==> src/hw/rtl/tdmf_pkg.sv <==
// Shared types, widths, register codes and the duty lookup table for the
// tank drive mixer with failsafe. No dependencies; used by every RTL file.
package tdmf_pkg;

   localparam int SAMPLE_BITS = 12;
   localparam int DUTY_BITS   = 10;
   localparam int PCT_BITS    = 7;
   localparam int PCT_FULL    = 100;
   localparam int NUM_W       = SAMPLE_BITS + PCT_BITS;
   localparam int CNT_W       = $clog2(NUM_W + 1);
   localparam int LIMIT_BITS  = 7;
   localparam int TIMER_BITS  = 16;
   localparam int CMD_BITS    = 2;
   localparam int CSR_IDX_W   = 3;
   localparam int CSR_DATA_W  = (SAMPLE_BITS > TIMER_BITS) ? SAMPLE_BITS : TIMER_BITS;
   localparam int REQ_DATA_W  = ((2 * SAMPLE_BITS + 7) / 8) * 8;
   localparam int RSP_DATA_W  = ((4 * DUTY_BITS + 7) / 8) * 8;
   localparam int RSP_USER_W  = 4;
   localparam int PCT_LUT_DEPTH = 1 << PCT_BITS;
   localparam int NUM_DUTIES  = 4;

   localparam int DUTY_LF = 0;
   localparam int DUTY_LB = 1;
   localparam int DUTY_RF = 2;
   localparam int DUTY_RB = 3;

   localparam logic [SAMPLE_BITS-1:0] DB_LOW_RESET     = SAMPLE_BITS'(1920);
   localparam logic [SAMPLE_BITS-1:0] DB_HIGH_RESET    = SAMPLE_BITS'(2050);
   localparam logic [SAMPLE_BITS-1:0] FULL_SCALE_RESET = SAMPLE_BITS'(4095);
   localparam logic [LIMIT_BITS-1:0]  DUTY_LIMIT_RESET = LIMIT_BITS'(35);
   localparam logic                   LIMIT_EN_RESET   = 1'b1;
   localparam logic [TIMER_BITS-1:0]  TIMEOUT_RESET    = TIMER_BITS'(500);

   localparam logic [DUTY_BITS-1:0] DUTY_MAX = '1;

   typedef enum logic [CMD_BITS-1:0] {
      CMD_SAMPLE = 2'd0,
      CMD_STOP   = 2'd1,
      CMD_TICK   = 2'd2,
      CMD_NONE   = 2'd3
   } cmd_type;

   typedef enum logic [2:0] {
      MODE_HELD  = 3'd0,
      MODE_FWD   = 3'd1,
      MODE_BACK  = 3'd2,
      MODE_ROT_L = 3'd3,
      MODE_ROT_R = 3'd4,
      MODE_STOP  = 3'd5
   } mode_type;

   typedef enum logic [CSR_IDX_W-1:0] {
      REG_DB_LOW     = 3'd0,
      REG_DB_HIGH    = 3'd1,
      REG_FULL_SCALE = 3'd2,
      REG_DUTY_LIMIT = 3'd3,
      REG_LIMIT_EN   = 3'd4,
      REG_TIMEOUT    = 3'd5
   } csr_idx_type;

   typedef enum logic [2:0] {
      ST_IDLE,
      ST_PCT_Y,
      ST_WAIT_Y,
      ST_PCT_X,
      ST_WAIT_X,
      ST_MIX,
      ST_COMMIT,
      ST_OUT
   } st_type;

   typedef logic [DUTY_BITS-1:0] duty_lut_type [PCT_LUT_DEPTH];

   // Percent to duty count, saturated at full scale.
   function automatic duty_lut_type build_duty_lut();
      duty_lut_type lut;
      for (int i = 0; i < PCT_LUT_DEPTH; i++) begin
         lut[i] = (i >= PCT_FULL) ? DUTY_MAX : DUTY_BITS'((i << DUTY_BITS) / PCT_FULL);
      end
      return lut;
   endfunction

   localparam duty_lut_type DUTY_LUT = build_duty_lut();

   function automatic logic [DUTY_BITS-1:0] to_duty(input logic [NUM_W-1:0] pct);
      if (pct >= NUM_W'(PCT_FULL)) begin
         return DUTY_MAX;
      end
      return DUTY_LUT[pct[PCT_BITS-1:0]];
   endfunction

endpackage

==> src/hw/rtl/tdmf_div.sv <==
// Radix-2 restoring divider, one quotient bit per cycle.
// Depends on tdmf_pkg for operand widths.
module tdmf_div (
   input  logic                             clock,
   input  logic                             reset,
   input  logic                             start,
   input  logic [tdmf_pkg::NUM_W-1:0]       num,
   input  logic [tdmf_pkg::SAMPLE_BITS-1:0] den,
   output logic                             done,
   output logic [tdmf_pkg::NUM_W-1:0]       quotient
);

   logic                             busy_ff, busy_in;
   logic                             done_ff, done_in;
   logic [tdmf_pkg::CNT_W-1:0]       cnt_ff, cnt_in;
   logic [tdmf_pkg::SAMPLE_BITS-1:0] rem_ff, rem_in;
   logic [tdmf_pkg::SAMPLE_BITS-1:0] den_ff, den_in;
   logic [tdmf_pkg::NUM_W-1:0]       quo_ff, quo_in;

   logic [tdmf_pkg::SAMPLE_BITS:0]   trial;
   logic [tdmf_pkg::SAMPLE_BITS:0]   trial_sub;
   logic                             fits;

   assign trial     = {rem_ff, quo_ff[tdmf_pkg::NUM_W-1]};
   assign fits      = trial >= {1'b0, den_ff};
   assign trial_sub = trial - {1'b0, den_ff};

   always_comb begin
      busy_in = busy_ff;
      done_in = 1'b0;
      cnt_in  = cnt_ff;
      rem_in  = rem_ff;
      den_in  = den_ff;
      quo_in  = quo_ff;
      if (start) begin
         busy_in = 1'b1;
         cnt_in  = '0;
         rem_in  = '0;
         den_in  = den;
         quo_in  = num;
      end else if (busy_ff) begin
         // shift one dividend bit in, subtract where it fits
         rem_in = fits ? trial_sub[tdmf_pkg::SAMPLE_BITS-1:0]
                       : trial[tdmf_pkg::SAMPLE_BITS-1:0];
         quo_in = {quo_ff[tdmf_pkg::NUM_W-2:0], fits};
         cnt_in = cnt_ff + tdmf_pkg::CNT_W'(1);
         if (cnt_ff == tdmf_pkg::CNT_W'(tdmf_pkg::NUM_W - 1)) begin
            busy_in = 1'b0;
            done_in = 1'b1;
         end
      end
   end

   always_ff @(posedge clock) begin
      if (reset) begin
         busy_ff <= 1'b0;
         done_ff <= 1'b0;
      end else begin
         busy_ff <= busy_in;
         done_ff <= done_in;
      end
      cnt_ff <= cnt_in;
      rem_ff <= rem_in;
      den_ff <= den_in;
      quo_ff <= quo_in;
   end

   assign done     = done_ff;
   assign quotient = quo_ff;

`ifndef SYNTHESIS
   a_rem_below_den: assert property (@(posedge clock) disable iff (reset)
      busy_ff |-> (rem_ff < den_ff))
      else $error("divider remainder reached divisor");

   a_start_when_free: assert property (@(posedge clock) disable iff (reset)
      start |-> !busy_ff)
      else $error("divider started while busy");

   a_done_ends_busy: assert property (@(posedge clock) disable iff (reset)
      done_ff |-> !busy_ff && $past(busy_ff))
      else $error("divider done without a finished run");
`endif

endmodule

==> src/hw/rtl/tank_drive_mixer_failsafe.sv <==
// Top level: joystick to tank drive duty mixer with failsafe timer.
// Depends on tdmf_pkg (types, table) and tdmf_div (shared divider).
//
//  channel | direction | handshake                | payload
//  --------+-----------+--------------------------+-------------------------------------
//  req     | in        | req_tvalid / req_tready  | tuser command, tdata x then y
//  rsp     | out       | rsp_tvalid / rsp_tready  | tdata four duties, tuser mode+timeout
//  csr     | in        | csr_wr_en (no wait)      | csr_index, csr_wdata
//
// A joystick sample takes the percent steps for y, then x; each axis whose
// percent needs it runs the shared restoring divider, one quotient bit a cycle,
// and the mix and commit steps follow before the result is offered on rsp.
// Stop, tick and ignored commands give their result in the cycle after accept.
// One item is in flight at a time; req_tready is high only while idle, and
// the result holds on rsp until taken. Reset is synchronous and restores the
// register defaults, zero duties and a disarmed timer.
module tank_drive_mixer_failsafe (
   input  logic                               clock,
   input  logic                               reset,
   // request channel
   input  logic                               req_tvalid,
   output logic                               req_tready,
   input  logic [tdmf_pkg::REQ_DATA_W-1:0]    req_tdata,  // steer_x, throttle_y
   input  logic [tdmf_pkg::CMD_BITS-1:0]      req_tuser,  // command
   // result channel
   output logic                               rsp_tvalid,
   input  logic                               rsp_tready,
   output logic [tdmf_pkg::RSP_DATA_W-1:0]    rsp_tdata,  // left_fwd, left_back,
                                                          // right_fwd, right_back
   output logic [tdmf_pkg::RSP_USER_W-1:0]    rsp_tuser,  // motion_mode, stopped_by_timeout
   // configuration
   input  logic                               csr_wr_en,
   input  logic [tdmf_pkg::CSR_IDX_W-1:0]     csr_index,
   input  logic [tdmf_pkg::CSR_DATA_W-1:0]    csr_wdata
);

   localparam int SB = tdmf_pkg::SAMPLE_BITS;
   localparam int NW = tdmf_pkg::NUM_W;
   localparam int DB = tdmf_pkg::DUTY_BITS;

   // configuration registers
   logic [SB-1:0]                    db_low_ff;
   logic [SB-1:0]                    db_high_ff;
   logic [SB-1:0]                    full_scale_ff;
   logic [tdmf_pkg::LIMIT_BITS-1:0]  duty_limit_ff;
   logic                             limit_en_ff;
   logic [tdmf_pkg::TIMER_BITS-1:0]  timeout_ff;

   // sequencer and state
   tdmf_pkg::st_type                 state_ff, state_in;
   logic [SB-1:0]                    x_ff, x_in;
   logic [SB-1:0]                    y_ff, y_in;
   logic [NW-1:0]                    yp_ff, yp_in;
   logic [NW-1:0]                    xp_ff, xp_in;
   logic [NW-1:0]                    left_ff, left_in;
   logic [NW-1:0]                    right_ff, right_in;
   logic [DB-1:0]                    duty_ff [tdmf_pkg::NUM_DUTIES];
   logic [DB-1:0]                    duty_in [tdmf_pkg::NUM_DUTIES];
   tdmf_pkg::mode_type               mode_ff, mode_in;
   logic                             expired_ff, expired_in;
   logic [tdmf_pkg::TIMER_BITS-1:0]  count_ff, count_in;
   logic                             armed_ff, armed_in;

   // shared divider hookup
   logic                             div_start;
   logic [NW-1:0]                    div_num;
   logic [SB-1:0]                    div_den;
   logic                             div_done;
   logic [NW-1:0]                    div_quo;

   // operand selection for the percent steps
   logic [SB-1:0]                    v_sel;
   logic                             v_hi, v_lo, span_ok, need_div;
   logic [NW-1:0]                    pct_direct;

   // mixing
   logic [NW-1:0]                    mix_diff;
   logic [NW-1:0]                    limit_w;
   logic [NW-1:0]                    mix_left, mix_right;
   logic                             is_fwd, is_back, is_rot_l, is_rot_r;
   logic [DB-1:0]                    left_duty, right_duty;

   tdmf_div u_div (
      .clock    (clock),
      .reset    (reset),
      .start    (div_start),
      .num      (div_num),
      .den      (div_den),
      .done     (div_done),
      .quotient (div_quo)
   );

   // Pick the axis for the current percent step; high side test comes first.
   assign v_sel    = (state_ff == tdmf_pkg::ST_PCT_X) ? x_ff : y_ff;
   assign v_hi     = v_sel > db_high_ff;
   assign v_lo     = v_sel < db_low_ff;
   assign span_ok  = full_scale_ff > db_high_ff;
   assign need_div = (v_hi && span_ok) || (!v_hi && v_lo);
   // flat span above the deadband reads as full percent
   assign pct_direct = v_hi ? NW'(tdmf_pkg::PCT_FULL) : '0;
   assign div_num = v_hi ? NW'(v_sel - db_high_ff) * NW'(tdmf_pkg::PCT_FULL)
                         : NW'(db_low_ff - v_sel) * NW'(tdmf_pkg::PCT_FULL);
   assign div_den = v_hi ? (full_scale_ff - db_high_ff) : db_low_ff;

   // Steering replaces one side with |x% - y%|, then clamps when limiting is on.
   assign mix_diff = (xp_ff > yp_ff) ? (xp_ff - yp_ff) : (yp_ff - xp_ff);
   assign is_fwd   = y_ff > db_high_ff;
   assign is_back  = !is_fwd && (y_ff < db_low_ff);
   assign is_rot_l = x_ff > db_high_ff;
   assign is_rot_r = !is_rot_l && (x_ff < db_low_ff);
   assign limit_w  = NW'(duty_limit_ff);

   always_comb begin
      mix_left  = is_rot_l ? mix_diff : yp_ff;
      mix_right = is_rot_r ? mix_diff : yp_ff;
      if (limit_en_ff) begin
         if (mix_left > limit_w) begin
            mix_left = limit_w;
         end
         if (mix_right > limit_w) begin
            mix_right = limit_w;
         end
      end
   end

   assign left_duty  = tdmf_pkg::to_duty(left_ff);
   assign right_duty = tdmf_pkg::to_duty(right_ff);

   always_comb begin
      state_in   = state_ff;
      x_in       = x_ff;
      y_in       = y_ff;
      yp_in      = yp_ff;
      xp_in      = xp_ff;
      left_in    = left_ff;
      right_in   = right_ff;
      duty_in    = duty_ff;
      mode_in    = mode_ff;
      expired_in = expired_ff;
      count_in   = count_ff;
      armed_in   = armed_ff;
      div_start  = 1'b0;

      case (state_ff)
         tdmf_pkg::ST_IDLE: begin
            if (req_tvalid) begin
               mode_in    = tdmf_pkg::MODE_HELD;
               expired_in = 1'b0;
               state_in   = tdmf_pkg::ST_OUT;
               case (tdmf_pkg::cmd_type'(req_tuser))
                  tdmf_pkg::CMD_SAMPLE: begin
                     x_in     = req_tdata[SB-1:0];
                     y_in     = req_tdata[2*SB-1:SB];
                     state_in = tdmf_pkg::ST_PCT_Y;
                  end
                  tdmf_pkg::CMD_STOP: begin
                     for (int i = 0; i < tdmf_pkg::NUM_DUTIES; i++) begin
                        duty_in[i] = '0;
                     end
                     armed_in = 1'b0;
                     count_in = '0;
                     mode_in  = tdmf_pkg::MODE_STOP;
                  end
                  tdmf_pkg::CMD_TICK: begin
                     if (armed_ff) begin
                        if (count_ff <= tdmf_pkg::TIMER_BITS'(1)) begin
                           // failsafe expiry: drop all duties
                           for (int i = 0; i < tdmf_pkg::NUM_DUTIES; i++) begin
                              duty_in[i] = '0;
                           end
                           armed_in   = 1'b0;
                           count_in   = '0;
                           mode_in    = tdmf_pkg::MODE_STOP;
                           expired_in = 1'b1;
                        end else begin
                           count_in = count_ff - tdmf_pkg::TIMER_BITS'(1);
                        end
                     end
                  end
                  default: begin
                  end
               endcase
            end
         end
         tdmf_pkg::ST_PCT_Y: begin
            if (need_div) begin
               div_start = 1'b1;
               state_in  = tdmf_pkg::ST_WAIT_Y;
            end else begin
               yp_in    = pct_direct;
               state_in = tdmf_pkg::ST_PCT_X;
            end
         end
         tdmf_pkg::ST_WAIT_Y: begin
            if (div_done) begin
               yp_in    = div_quo;
               state_in = tdmf_pkg::ST_PCT_X;
            end
         end
         tdmf_pkg::ST_PCT_X: begin
            if (need_div) begin
               div_start = 1'b1;
               state_in  = tdmf_pkg::ST_WAIT_X;
            end else begin
               xp_in    = pct_direct;
               state_in = tdmf_pkg::ST_MIX;
            end
         end
         tdmf_pkg::ST_WAIT_X: begin
            if (div_done) begin
               xp_in    = div_quo;
               state_in = tdmf_pkg::ST_MIX;
            end
         end
         tdmf_pkg::ST_MIX: begin
            left_in  = mix_left;
            right_in = mix_right;
            state_in = tdmf_pkg::ST_COMMIT;
         end
         tdmf_pkg::ST_COMMIT: begin
            // route side duties to the half-bridges; centred sample holds
            if (is_fwd) begin
               duty_in[tdmf_pkg::DUTY_LF] = left_duty;
               duty_in[tdmf_pkg::DUTY_LB] = '0;
               duty_in[tdmf_pkg::DUTY_RF] = right_duty;
               duty_in[tdmf_pkg::DUTY_RB] = '0;
               mode_in = tdmf_pkg::MODE_FWD;
            end else if (is_back) begin
               duty_in[tdmf_pkg::DUTY_LF] = '0;
               duty_in[tdmf_pkg::DUTY_LB] = left_duty;
               duty_in[tdmf_pkg::DUTY_RF] = '0;
               duty_in[tdmf_pkg::DUTY_RB] = right_duty;
               mode_in = tdmf_pkg::MODE_BACK;
            end else if (is_rot_l) begin
               duty_in[tdmf_pkg::DUTY_LF] = '0;
               duty_in[tdmf_pkg::DUTY_LB] = left_duty;
               duty_in[tdmf_pkg::DUTY_RF] = left_duty;
               duty_in[tdmf_pkg::DUTY_RB] = '0;
               mode_in = tdmf_pkg::MODE_ROT_L;
            end else if (is_rot_r) begin
               duty_in[tdmf_pkg::DUTY_LF] = right_duty;
               duty_in[tdmf_pkg::DUTY_LB] = '0;
               duty_in[tdmf_pkg::DUTY_RF] = '0;
               duty_in[tdmf_pkg::DUTY_RB] = right_duty;
               mode_in = tdmf_pkg::MODE_ROT_R;
            end else begin
               mode_in = tdmf_pkg::MODE_HELD;
            end
            // every sample rearms the failsafe
            count_in = timeout_ff;
            armed_in = 1'b1;
            state_in = tdmf_pkg::ST_OUT;
         end
         tdmf_pkg::ST_OUT: begin
            if (rsp_tready) begin
               state_in = tdmf_pkg::ST_IDLE;
            end
         end
         default: begin
            state_in = tdmf_pkg::ST_IDLE;
         end
      endcase
   end

   always_ff @(posedge clock) begin
      if (reset) begin
         state_ff <= tdmf_pkg::ST_IDLE;
         count_ff <= '0;
         armed_ff <= 1'b0;
         for (int i = 0; i < tdmf_pkg::NUM_DUTIES; i++) begin
            duty_ff[i] <= '0;
         end
      end else begin
         state_ff <= state_in;
         count_ff <= count_in;
         armed_ff <= armed_in;
         duty_ff  <= duty_in;
      end
      x_ff       <= x_in;
      y_ff       <= y_in;
      yp_ff      <= yp_in;
      xp_ff      <= xp_in;
      left_ff    <= left_in;
      right_ff   <= right_in;
      mode_ff    <= mode_in;
      expired_ff <= expired_in;
   end

   // Register file: writes beyond the last register are dropped.
   always_ff @(posedge clock) begin
      if (reset) begin
         db_low_ff     <= tdmf_pkg::DB_LOW_RESET;
         db_high_ff    <= tdmf_pkg::DB_HIGH_RESET;
         full_scale_ff <= tdmf_pkg::FULL_SCALE_RESET;
         duty_limit_ff <= tdmf_pkg::DUTY_LIMIT_RESET;
         limit_en_ff   <= tdmf_pkg::LIMIT_EN_RESET;
         timeout_ff    <= tdmf_pkg::TIMEOUT_RESET;
      end else if (csr_wr_en) begin
         case (csr_index)
            tdmf_pkg::REG_DB_LOW:     db_low_ff     <= csr_wdata[SB-1:0];
            tdmf_pkg::REG_DB_HIGH:    db_high_ff    <= csr_wdata[SB-1:0];
            tdmf_pkg::REG_FULL_SCALE: full_scale_ff <= csr_wdata[SB-1:0];
            tdmf_pkg::REG_DUTY_LIMIT: duty_limit_ff <= csr_wdata[tdmf_pkg::LIMIT_BITS-1:0];
            tdmf_pkg::REG_LIMIT_EN:   limit_en_ff   <= csr_wdata[0];
            tdmf_pkg::REG_TIMEOUT:    timeout_ff    <= csr_wdata[tdmf_pkg::TIMER_BITS-1:0];
            default: begin
            end
         endcase
      end
   end

   assign req_tready = (state_ff == tdmf_pkg::ST_IDLE);
   assign rsp_tvalid = (state_ff == tdmf_pkg::ST_OUT);
   assign rsp_tdata  = tdmf_pkg::RSP_DATA_W'({duty_ff[tdmf_pkg::DUTY_RB],
                                              duty_ff[tdmf_pkg::DUTY_RF],
                                              duty_ff[tdmf_pkg::DUTY_LB],
                                              duty_ff[tdmf_pkg::DUTY_LF]});
   assign rsp_tuser  = {expired_ff, mode_ff};

`ifndef SYNTHESIS
   a_disarmed_count_zero: assert property (@(posedge clock) disable iff (reset)
      !armed_ff |-> (count_ff == '0))
      else $error("failsafe count nonzero while disarmed");

   a_timeout_result: assert property (@(posedge clock) disable iff (reset)
      (rsp_tvalid && expired_ff) |->
         (mode_ff == tdmf_pkg::MODE_STOP) && !armed_ff && (rsp_tdata == '0))
      else $error("timeout result without stopped duties");

   a_one_in_flight: assert property (@(posedge clock) disable iff (reset)
      (req_tvalid && req_tready) |=> !req_tready)
      else $error("new item taken while one is in flight");
`endif

endmodule
==> config.mk <==
export PLATFORM = sky130hd
export DESIGN_NAME = tank_drive_mixer_failsafe
export DESIGN_NICKNAME = d
export VERILOG_FILES = /design/src/hw/rtl/tdmf_pkg.sv /design/src/hw/rtl/tdmf_div.sv /design/src/hw/rtl/tank_drive_mixer_failsafe.sv
export SDC_FILE = /design/constraint.sdc
export NUM_CORES = 1
export LEC_CHECK = 0
export BUFFER_PORTS_ARGS = -buffer_cell sky130_fd_sc_hd__buf_2
export CAP_MARGIN = 5
export CORE_MARGIN = 3
export CORE_UTILIZATION = 64
export CTS_CLUSTER_SIZE = 10
export DETAILED_ROUTE_END_ITERATION = 12
export GPL_ROUTABILITY_DRIVEN = 0
export PLACE_DENSITY = 0.83
export SLEW_MARGIN = 20
export SYNTH_ARGS = -nofsm -noshare
export SYNTH_HDL_FRONTEND = slang
export SYNTH_SLANG_ARGS = --single-unit
==> constraint.sdc <==
create_clock -name clock -period 7.8 [get_ports clock]
set_input_delay 1.56 -clock clock [delete_from_list [all_inputs] [get_ports clock]]
set_output_delay 1.56 -clock clock [all_outputs]
set_load 0.01 [all_outputs]
* Word-level counts from Yosys, hierarchy flattened
Memories as Yosys holds them, arrays and structs flattened.
Index checks and enable logic that the tools add are counted.
** Operators by class
- $add $sub $neg :: 8
- $mul :: 2
- Divide/modulo/power cells :: 0
- Magnitude comparators :: 16
- Eq/ne operators :: 25
- Shifts and indexed selects :: 0
- Mux-type cells :: 71
- Bitwise gates (word level) :: 3
- Reduce and logical (&&, ||, !) cells :: 33
** Operators by type and width (number)
- 40-bit 2-to-1 mux :: 7
- 19-bit 2-to-1 mux :: 12
- 40-bit one-hot mux with 2 select lines :: 2
- 10-bit 2-to-1 mux :: 8
- 19-bit one-hot mux with 2 select lines :: 2
- 16-bit one-hot mux with 2 select lines :: 2
- 12-bit > comparator :: 4
- 16-bit 2-to-1 mux :: 3
- 19-bit by 7-bit >= comparator with 1-bit output, second input constant :: 2
- 19-bit by 7-bit > comparator with 1-bit output :: 2
- 19-bit by 5-bit multiplier with 17-bit output, second input constant :: 2
- 19-bit subtractor :: 2
- 12-bit less-than comparator :: 3
- 12-bit 2-to-1 mux :: 3
- 3-bit 2-to-1 mux :: 12
- 12-bit by 12-bit subtractor with 13-bit output :: 2
- 3-bit one-hot mux with 8 select lines :: 1
- 12-bit subtractor :: 2
- 19-bit > comparator :: 1
- 3-bit equality test, second input constant :: 6
- 2-bit AND reduction :: 9
- 8-bit >= comparator, second input constant :: 2
- 16-bit by 1-bit <= comparator with 1-bit output, second input constant :: 1
- 7-bit NOT with 8-bit output :: 2
- 29 further kinds :: 66
** Storage, ports and cells
- Register bits after elaboration :: 274
- Bits in latches :: 0
- Bits in writable memories :: 0
- Memory bits (read-only) :: 2560
- Input port bits :: 50
- Output and inout port bits :: 46
- Logic and storage cells :: 187
- Memories kept :: 2
** Memory list
- (no name shown) :: words 128, bits a word 10, rd ports 1, clocked after memory_dff 0, wr ports 0, RTL line tdmf_pkg.sv:89 : return DUTY_LUT[pct[PCT_BITS-1:0]];
- (no name shown) :: words 128, bits a word 10, rd ports 1, clocked after memory_dff 0, wr ports 0, RTL line tdmf_pkg.sv:89

* Depth between registers and ports, before layout
- Word-level depth :: 10
- Gate-level depth with buffers :: 31
- Mapped depth without buffers :: 29

* Hierarchy
A second synthesis with hierarchy kept.
** Unflattened totals
- Cells, all modules :: 2622
- Area total of the unflattened synthesis :: 22267.6 um^2
** Modules (own cells, without submodules)
- tank_drive_mixer_failsafe :: times used 1, cells each 2398, area an instance 19745.2 um^2, sequential area each 5525.3 um^2
- tdmf_div :: times used 1, cells each 224, area an instance 2522.4 um^2, sequential area each 1311.3 um^2

* Least setup slack after synthesis
OpenSTA, ideal clock, no wires.
- Path kind :: register to register
- Start :: register state_ff[1]
- End :: register u_div.quo_ff, in the netlist u_div.quotient[18] (data pin)
- Data arrival time :: 5.793 ns
- Data required time :: 7.540 ns
- Slack :: 1.747 ns
- Cell stages (with the launch flop) :: 29
- Clock period less this slack :: 6.053 ns
- Cells stage by stage :: dfxtp_1 > buf_2 > nand3b_2 > clkbuf_1 > nand2_1 > nand2_1 > ha_1 > nor2b_1 > o21ai_0 > nand2b_1 > a2111oi_0 > o22ai_1 > a21oi_1 > o21bai_1 > a21oi_1 > o21bai_1 > a21oi_1 > xnor2_1 > ha_1 > fa_1 > inv_1 > fa_1 > inv_1 > ha_1 > o41ai_1 > xnor2_1 > xnor2_1 > mux2i_1 > mux2_2
** On the way
- Word-level cells in the longest chain between the ends :: 9
- Elaborated cells on any way between the ends :: 18
** Ends and longest elaborated chain
- from (decl) :: RTL line tank_drive_mixer_failsafe.sv:50 : tdmf_pkg::st_type state_ff, state_in;
- from (signal assigned) :: RTL line tank_drive_mixer_failsafe.sv:267 : state_ff <= tdmf_pkg::ST_IDLE;
- from (signal assigned) :: RTL line tank_drive_mixer_failsafe.sv:274 : state_ff <= state_in;
- branches (longest 8 deep; another with 19-bit by 5-bit multiplier with 17-bit output)
- 19-bit 2-to-1 mux (*) :: RTL line tdmf_div.sv:35 : if (start) begin
- via u_div.quo_in, one bit :: RTL line tdmf_div.sv:18 : logic [tdmf_pkg::NUM_W-1:0] quo_ff, quo_in;
- to (signal assigned) :: RTL line tdmf_div.sv:65 : quo_ff <= quo_in;
- to (decl) :: RTL line tdmf_div.sv:18
Mark *: on every way through the listed nets, which the timed path passes.
A chain may end at the register's enable or synchronous reset.

* Worst setup path in the final report
- Start :: register state_ff[2]
- End :: register u_div.quo_ff, in the netlist u_div.quotient[18] (data pin)
Same word-level chain as after synthesis.

==> impl_results.rst <==
.. list-table::
   :header-rows: 1

   * - Metric
     - Value
   * - Result of the run
     - complete, no violations
   * - Final number of max-transition violations
     - 0
   * - Antenna violation net count after detailed routing
     - 0
   * - Post-CTS setup buffers
     - 0
   * - Final period util
     - 0.8744
   * - Io pins
     - between 90 and 100
   * - Wire length of the first global-routing pass
     - 97810 um
   * - Relative slew slack
     - 0.3071
   * - Clock transition at the registers of the reported paths
     - around 60 ps
   * - DR vias
     - slightly above 20k
   * - DRC viols
     - 0
   * - Number of non-filler instances in the completed layout
     - 3161
   * - Worst IR drop on VDD
     - ~590 uV
   * - Die W
     - between 150 and 200 um
   * - Most used cell along the critical path
     - sky130_fd_sc_hd__ha_1
   * - First DRT Iteration DRCs
     - ~2.3k
   * - Net Count, Synth
     - between 3k and 4k
   * - Cell taking the most area after synthesis
     - sky130_fd_sc_hd__edfxtp_1
   * - Worst slack on hold paths
     - between 400 and 500 ps
   * - Unrepaired setup endpoints after global routing
     - no
   * - Core Footprint
     - around 34000 sq um
   * - Filler cell count
     - roughly 2.6k
   * - Total of endpoints with negative setup slack in the final report
     - 0
   * - Final period demand of the worst path
     - 6820 ps
   * - Max-cap violations
     - 0
   * - Data arrival time of the worst path
     - 7110 ps
   * - Number of warnings printed during yosys synthesis
     - 0
   * - Average wire length per cell after detail routing
     - slightly below 20 um
   * - Global-route usage over all layers
     - 0.3228
   * - Static Leak
     - ~10 nW
   * - Synth async-reset ratio
     - 0
   * - Pin count of the biggest net entering global routing
     - just over 60
   * - Post-synth top area share
     - 0.1809
   * - Main area contributors after synthesis
     - sky130_fd_sc_hd__edfxtp_1 18%, sky130_fd_sc_hd__ha_1 14%, sky130_fd_sc_hd__dfxtp_1 12%
   * - Hold-fix buffers at CTS
     - 0
   * - Post-synthesis sequential area ratio
     - 0.3051
   * - Startpoint types
     - flop
   * - Diodes inserted
     - 0
   * - Number of buffer cells added on primary ports
     - 95
   * - Inst Count DP
     - between 3k and 4k
   * - Number of gates resized after cts
     - 0
   * - Placed wire-length estimate after detailed placement
     - between 40000 and 50000 um
   * - TritonCTS Sinks
     - around 270
   * - Number of iterations in the first detailed-routing pass
     - 6
   * - Number of cell rows
     - 67
   * - Endpoints failing hold
     - 0
   * - Fmax
     - 0.1466 GHz
   * - Required time worst endpoint
     - a little over 8000 ps
   * - Setup TNS Final
     - 0 ps
   * - TritonCTS clock tree
     - built
   * - Mapped cell area
     - 22410 sq um
   * - Clock buffer depth
     - 3
   * - Number of distinct library cells after synthesis
     - between 80 and 90
   * - Pre-CTS worst setup slack
     - approximately 1100 ps
   * - Multi-input gate area
     - around 14000 sq um
   * - Worst hold-check path type
     - flop to flop
   * - Area grow syn2layout
     - 7.800%
   * - Prevailing post-synth register cell
     - sky130_fd_sc_hd__dfxtp_1
   * - Slowest stage cell, crit path
     - sky130_fd_sc_hd__fa_1
   * - Number of antenna violations at the first check in global routing
     - 0
   * - Insertion delay to the later sink of the worst-skew pair
     - roughly 550 ps
   * - Fraction of layout instances using a drive strength above 1
     - 0.08809
   * - Delay of the slowest critical-path stage
     - around 500 ps
   * - Routed wire length
     - 61810 um
   * - Clock buffer count from CTS
     - 34
   * - Setup skew after layout
     - roughly 22 ps
   * - Power consumption
     - 9.356 mW
   * - Number of H-tree branching levels
     - 2
   * - Cell area power density
     - about 390 nW/um^2
   * - Pin slew with the least headroom to its limit
     - 1039 ps
   * - Category of the most critical setup path
     - flop to flop
   * - CTS root buf
     - sky130_fd_sc_hd__clkbuf_16
   * - Count of flip-flops with a built-in enable after synthesis
     - ~140
   * - Post-synthesis sequential element count
     - ~270
   * - Final worst slack
     - 979.8 ps
   * - Final #Nets
     - 3021
   * - Maximum net fanout on the critical path
     - 16
   * - Flip-flop and latch area
     - 6837 sq um
   * - Starting Density
     - 0.6584
   * - Avg Inst Size Synth
     - ~8.4 sq um
   * - Crit end category
     - flop
   * - Gate Count Post-Synth
     - between 2k and 3k
   * - Die extent in y
     - roughly 190 um
   * - Vias in the first global route
     - 19.26k
   * - Avg Vias per Cell
     - roughly 6.5
   * - Die Footprint
     - about 37000 sq um
   * - Total grt overflow
     - 0
-- layout by cell type (no fill, tap or decap), types with 51 or more instances in the layout --
master	synthesis	layout
sky130_fd_sc_hd__a211oi_1	57	56
sky130_fd_sc_hd__ha_1	249	249
sky130_fd_sc_hd__nand2_1	297	297
sky130_fd_sc_hd__edfxtp_1	135	135
sky130_fd_sc_hd__xnor2_1	62	62
sky130_fd_sc_hd__o21ai_0	165	163
sky130_fd_sc_hd__buf_2	15	95
sky130_fd_sc_hd__nor2_1	217	215
sky130_fd_sc_hd__inv_1	248	248
sky130_fd_sc_hd__nand3_1	51	51
sky130_fd_sc_hd__dfxtp_1	139	139
sky130_fd_sc_hd__a21oi_1	207	206
-- state kept, by name (all words and copies together) (netlist names), 16 cells and up --
register / cells
rsp_tdata: 40
left_ff: 19
right_ff: 19
u_div.quotient: 19
xp_ff: 19
yp_ff: 19
count_ff: 16
timeout_ff: 16
-- routing by layer --
layer  wire length [um]  global-route usage  vias to the layer above  share of wire
li1                   -                   -                     9533              -
met1              25010              0.4245                     9535           0.40
met2              28670              0.5253                     1131           0.46
met3               4827             0.04520                      257          0.078
met4               3303              0.1583                        0          0.053
met5                  0                   0                        -              0
-- worst paths after layout --
| check | slack [ps] | to | depth (start not counted) | startpoint |
|---|---|---|---|---|
| hold / removal | 460 | timeout_ff[15] | 2 | timeout_ff[15] |
| setup / recovery | 980 | u_div.quotient[18] | 28 | state_ff[2] |
| hold reg to reg | 460 | timeout_ff[15] | 2 | timeout_ff[15] |
| setup reg to reg | 980 | u_div.quotient[18] | 28 | state_ff[2] |
-- power by group --
group / internal, mW / switching (mW) / total, mW
sequential: 1.84 / 0.206 / 2.05
clock: 0.862 / 0.624 / 1.49
combinational: 2.41 / 3.41 / 5.82
total: 5.11 / 4.24 / 9.36
-- area by class of cell --
class	count	area share
Timing Repair Buffer	121	0.02890
Sequential cell	274	0.2830
Clock buffer	52	0.03843
Tap cell	448	0.02320
Multi-Input combinational cell	2012	0.5839
Inverter	249	0.03869
Clock inverter	5	0.003885
-- through the flow --
stage	utilization	area [sq um]
3_3_place_gp	0.6782	23080
6_report	0.7098	24160
4_1_cts	0.7083	24110
3_5_place_dp	0.6783	23080
2_1_floorplan	-	22410
5_1_grt	0.7098	24160
-- cells in the mapped netlist (15+ instances only) --
cell type	instances
sky130_fd_sc_hd__a31oi_1	32
sky130_fd_sc_hd__dfxtp_1	139
sky130_fd_sc_hd__fa_1	30
sky130_fd_sc_hd__mux2_2	38
sky130_fd_sc_hd__nor4_1	16
sky130_fd_sc_hd__mux2i_1	45
sky130_fd_sc_hd__nand2b_1	24
sky130_fd_sc_hd__nand3_1	51
sky130_fd_sc_hd__nand2_1	297
sky130_fd_sc_hd__and3_1	28
sky130_fd_sc_hd__buf_1	15
sky130_fd_sc_hd__nor2_1	217
sky130_fd_sc_hd__edfxtp_1	135
sky130_fd_sc_hd__xor2_1	34
sky130_fd_sc_hd__inv_1	248
sky130_fd_sc_hd__o31ai_1	24
sky130_fd_sc_hd__clkbuf_1	102
sky130_fd_sc_hd__and2_1	26
sky130_fd_sc_hd__a21oi_1	207
sky130_fd_sc_hd__nand4_1	24
sky130_fd_sc_hd__a211oi_1	57
sky130_fd_sc_hd__nor2b_1	35
sky130_fd_sc_hd__o211ai_1	31
sky130_fd_sc_hd__o21ai_0	165
sky130_fd_sc_hd__ha_1	249
sky130_fd_sc_hd__xnor2_1	62
sky130_fd_sc_hd__a21o_1	50
sky130_fd_sc_hd__nor3_1	45
sky130_fd_sc_hd__a22o_1	19
sky130_fd_sc_hd__o21a_1	24
sky130_fd_sc_hd__buf_2	15
sky130_fd_sc_hd__a22oi_1	15
-- logic make-up (layout without fill, tap and decap cells) --
kind of cell / Yosys count / count (layout) / share of synthesized area
simple gates: 800 / 800 / 0.1625
fa+ha+maj: 281 / 281 / 0.1667
mux: 91 / 91 / 0.04634
buf+inv: 389 / 427 / 0.06750
compound gates: 744 / 744 / 0.2143
xor+xnor: 96 / 96 / 0.03752
flops: 274 / 274 / 0.3051
-- worst max-delay path, delay by kind of cell, from the launching register on --
kind	cells	cell delay, ps
muxes	2	350
DFF	1	310
xor gates and xnor gates	3	520
buffers and inverters	3	400
AOI/OAI and AO/OA	9	2120
adders and majority gates	5	1670
and+or+nand+nor	6	1180
No activity file was read; power rests on OpenSTA's default activity.
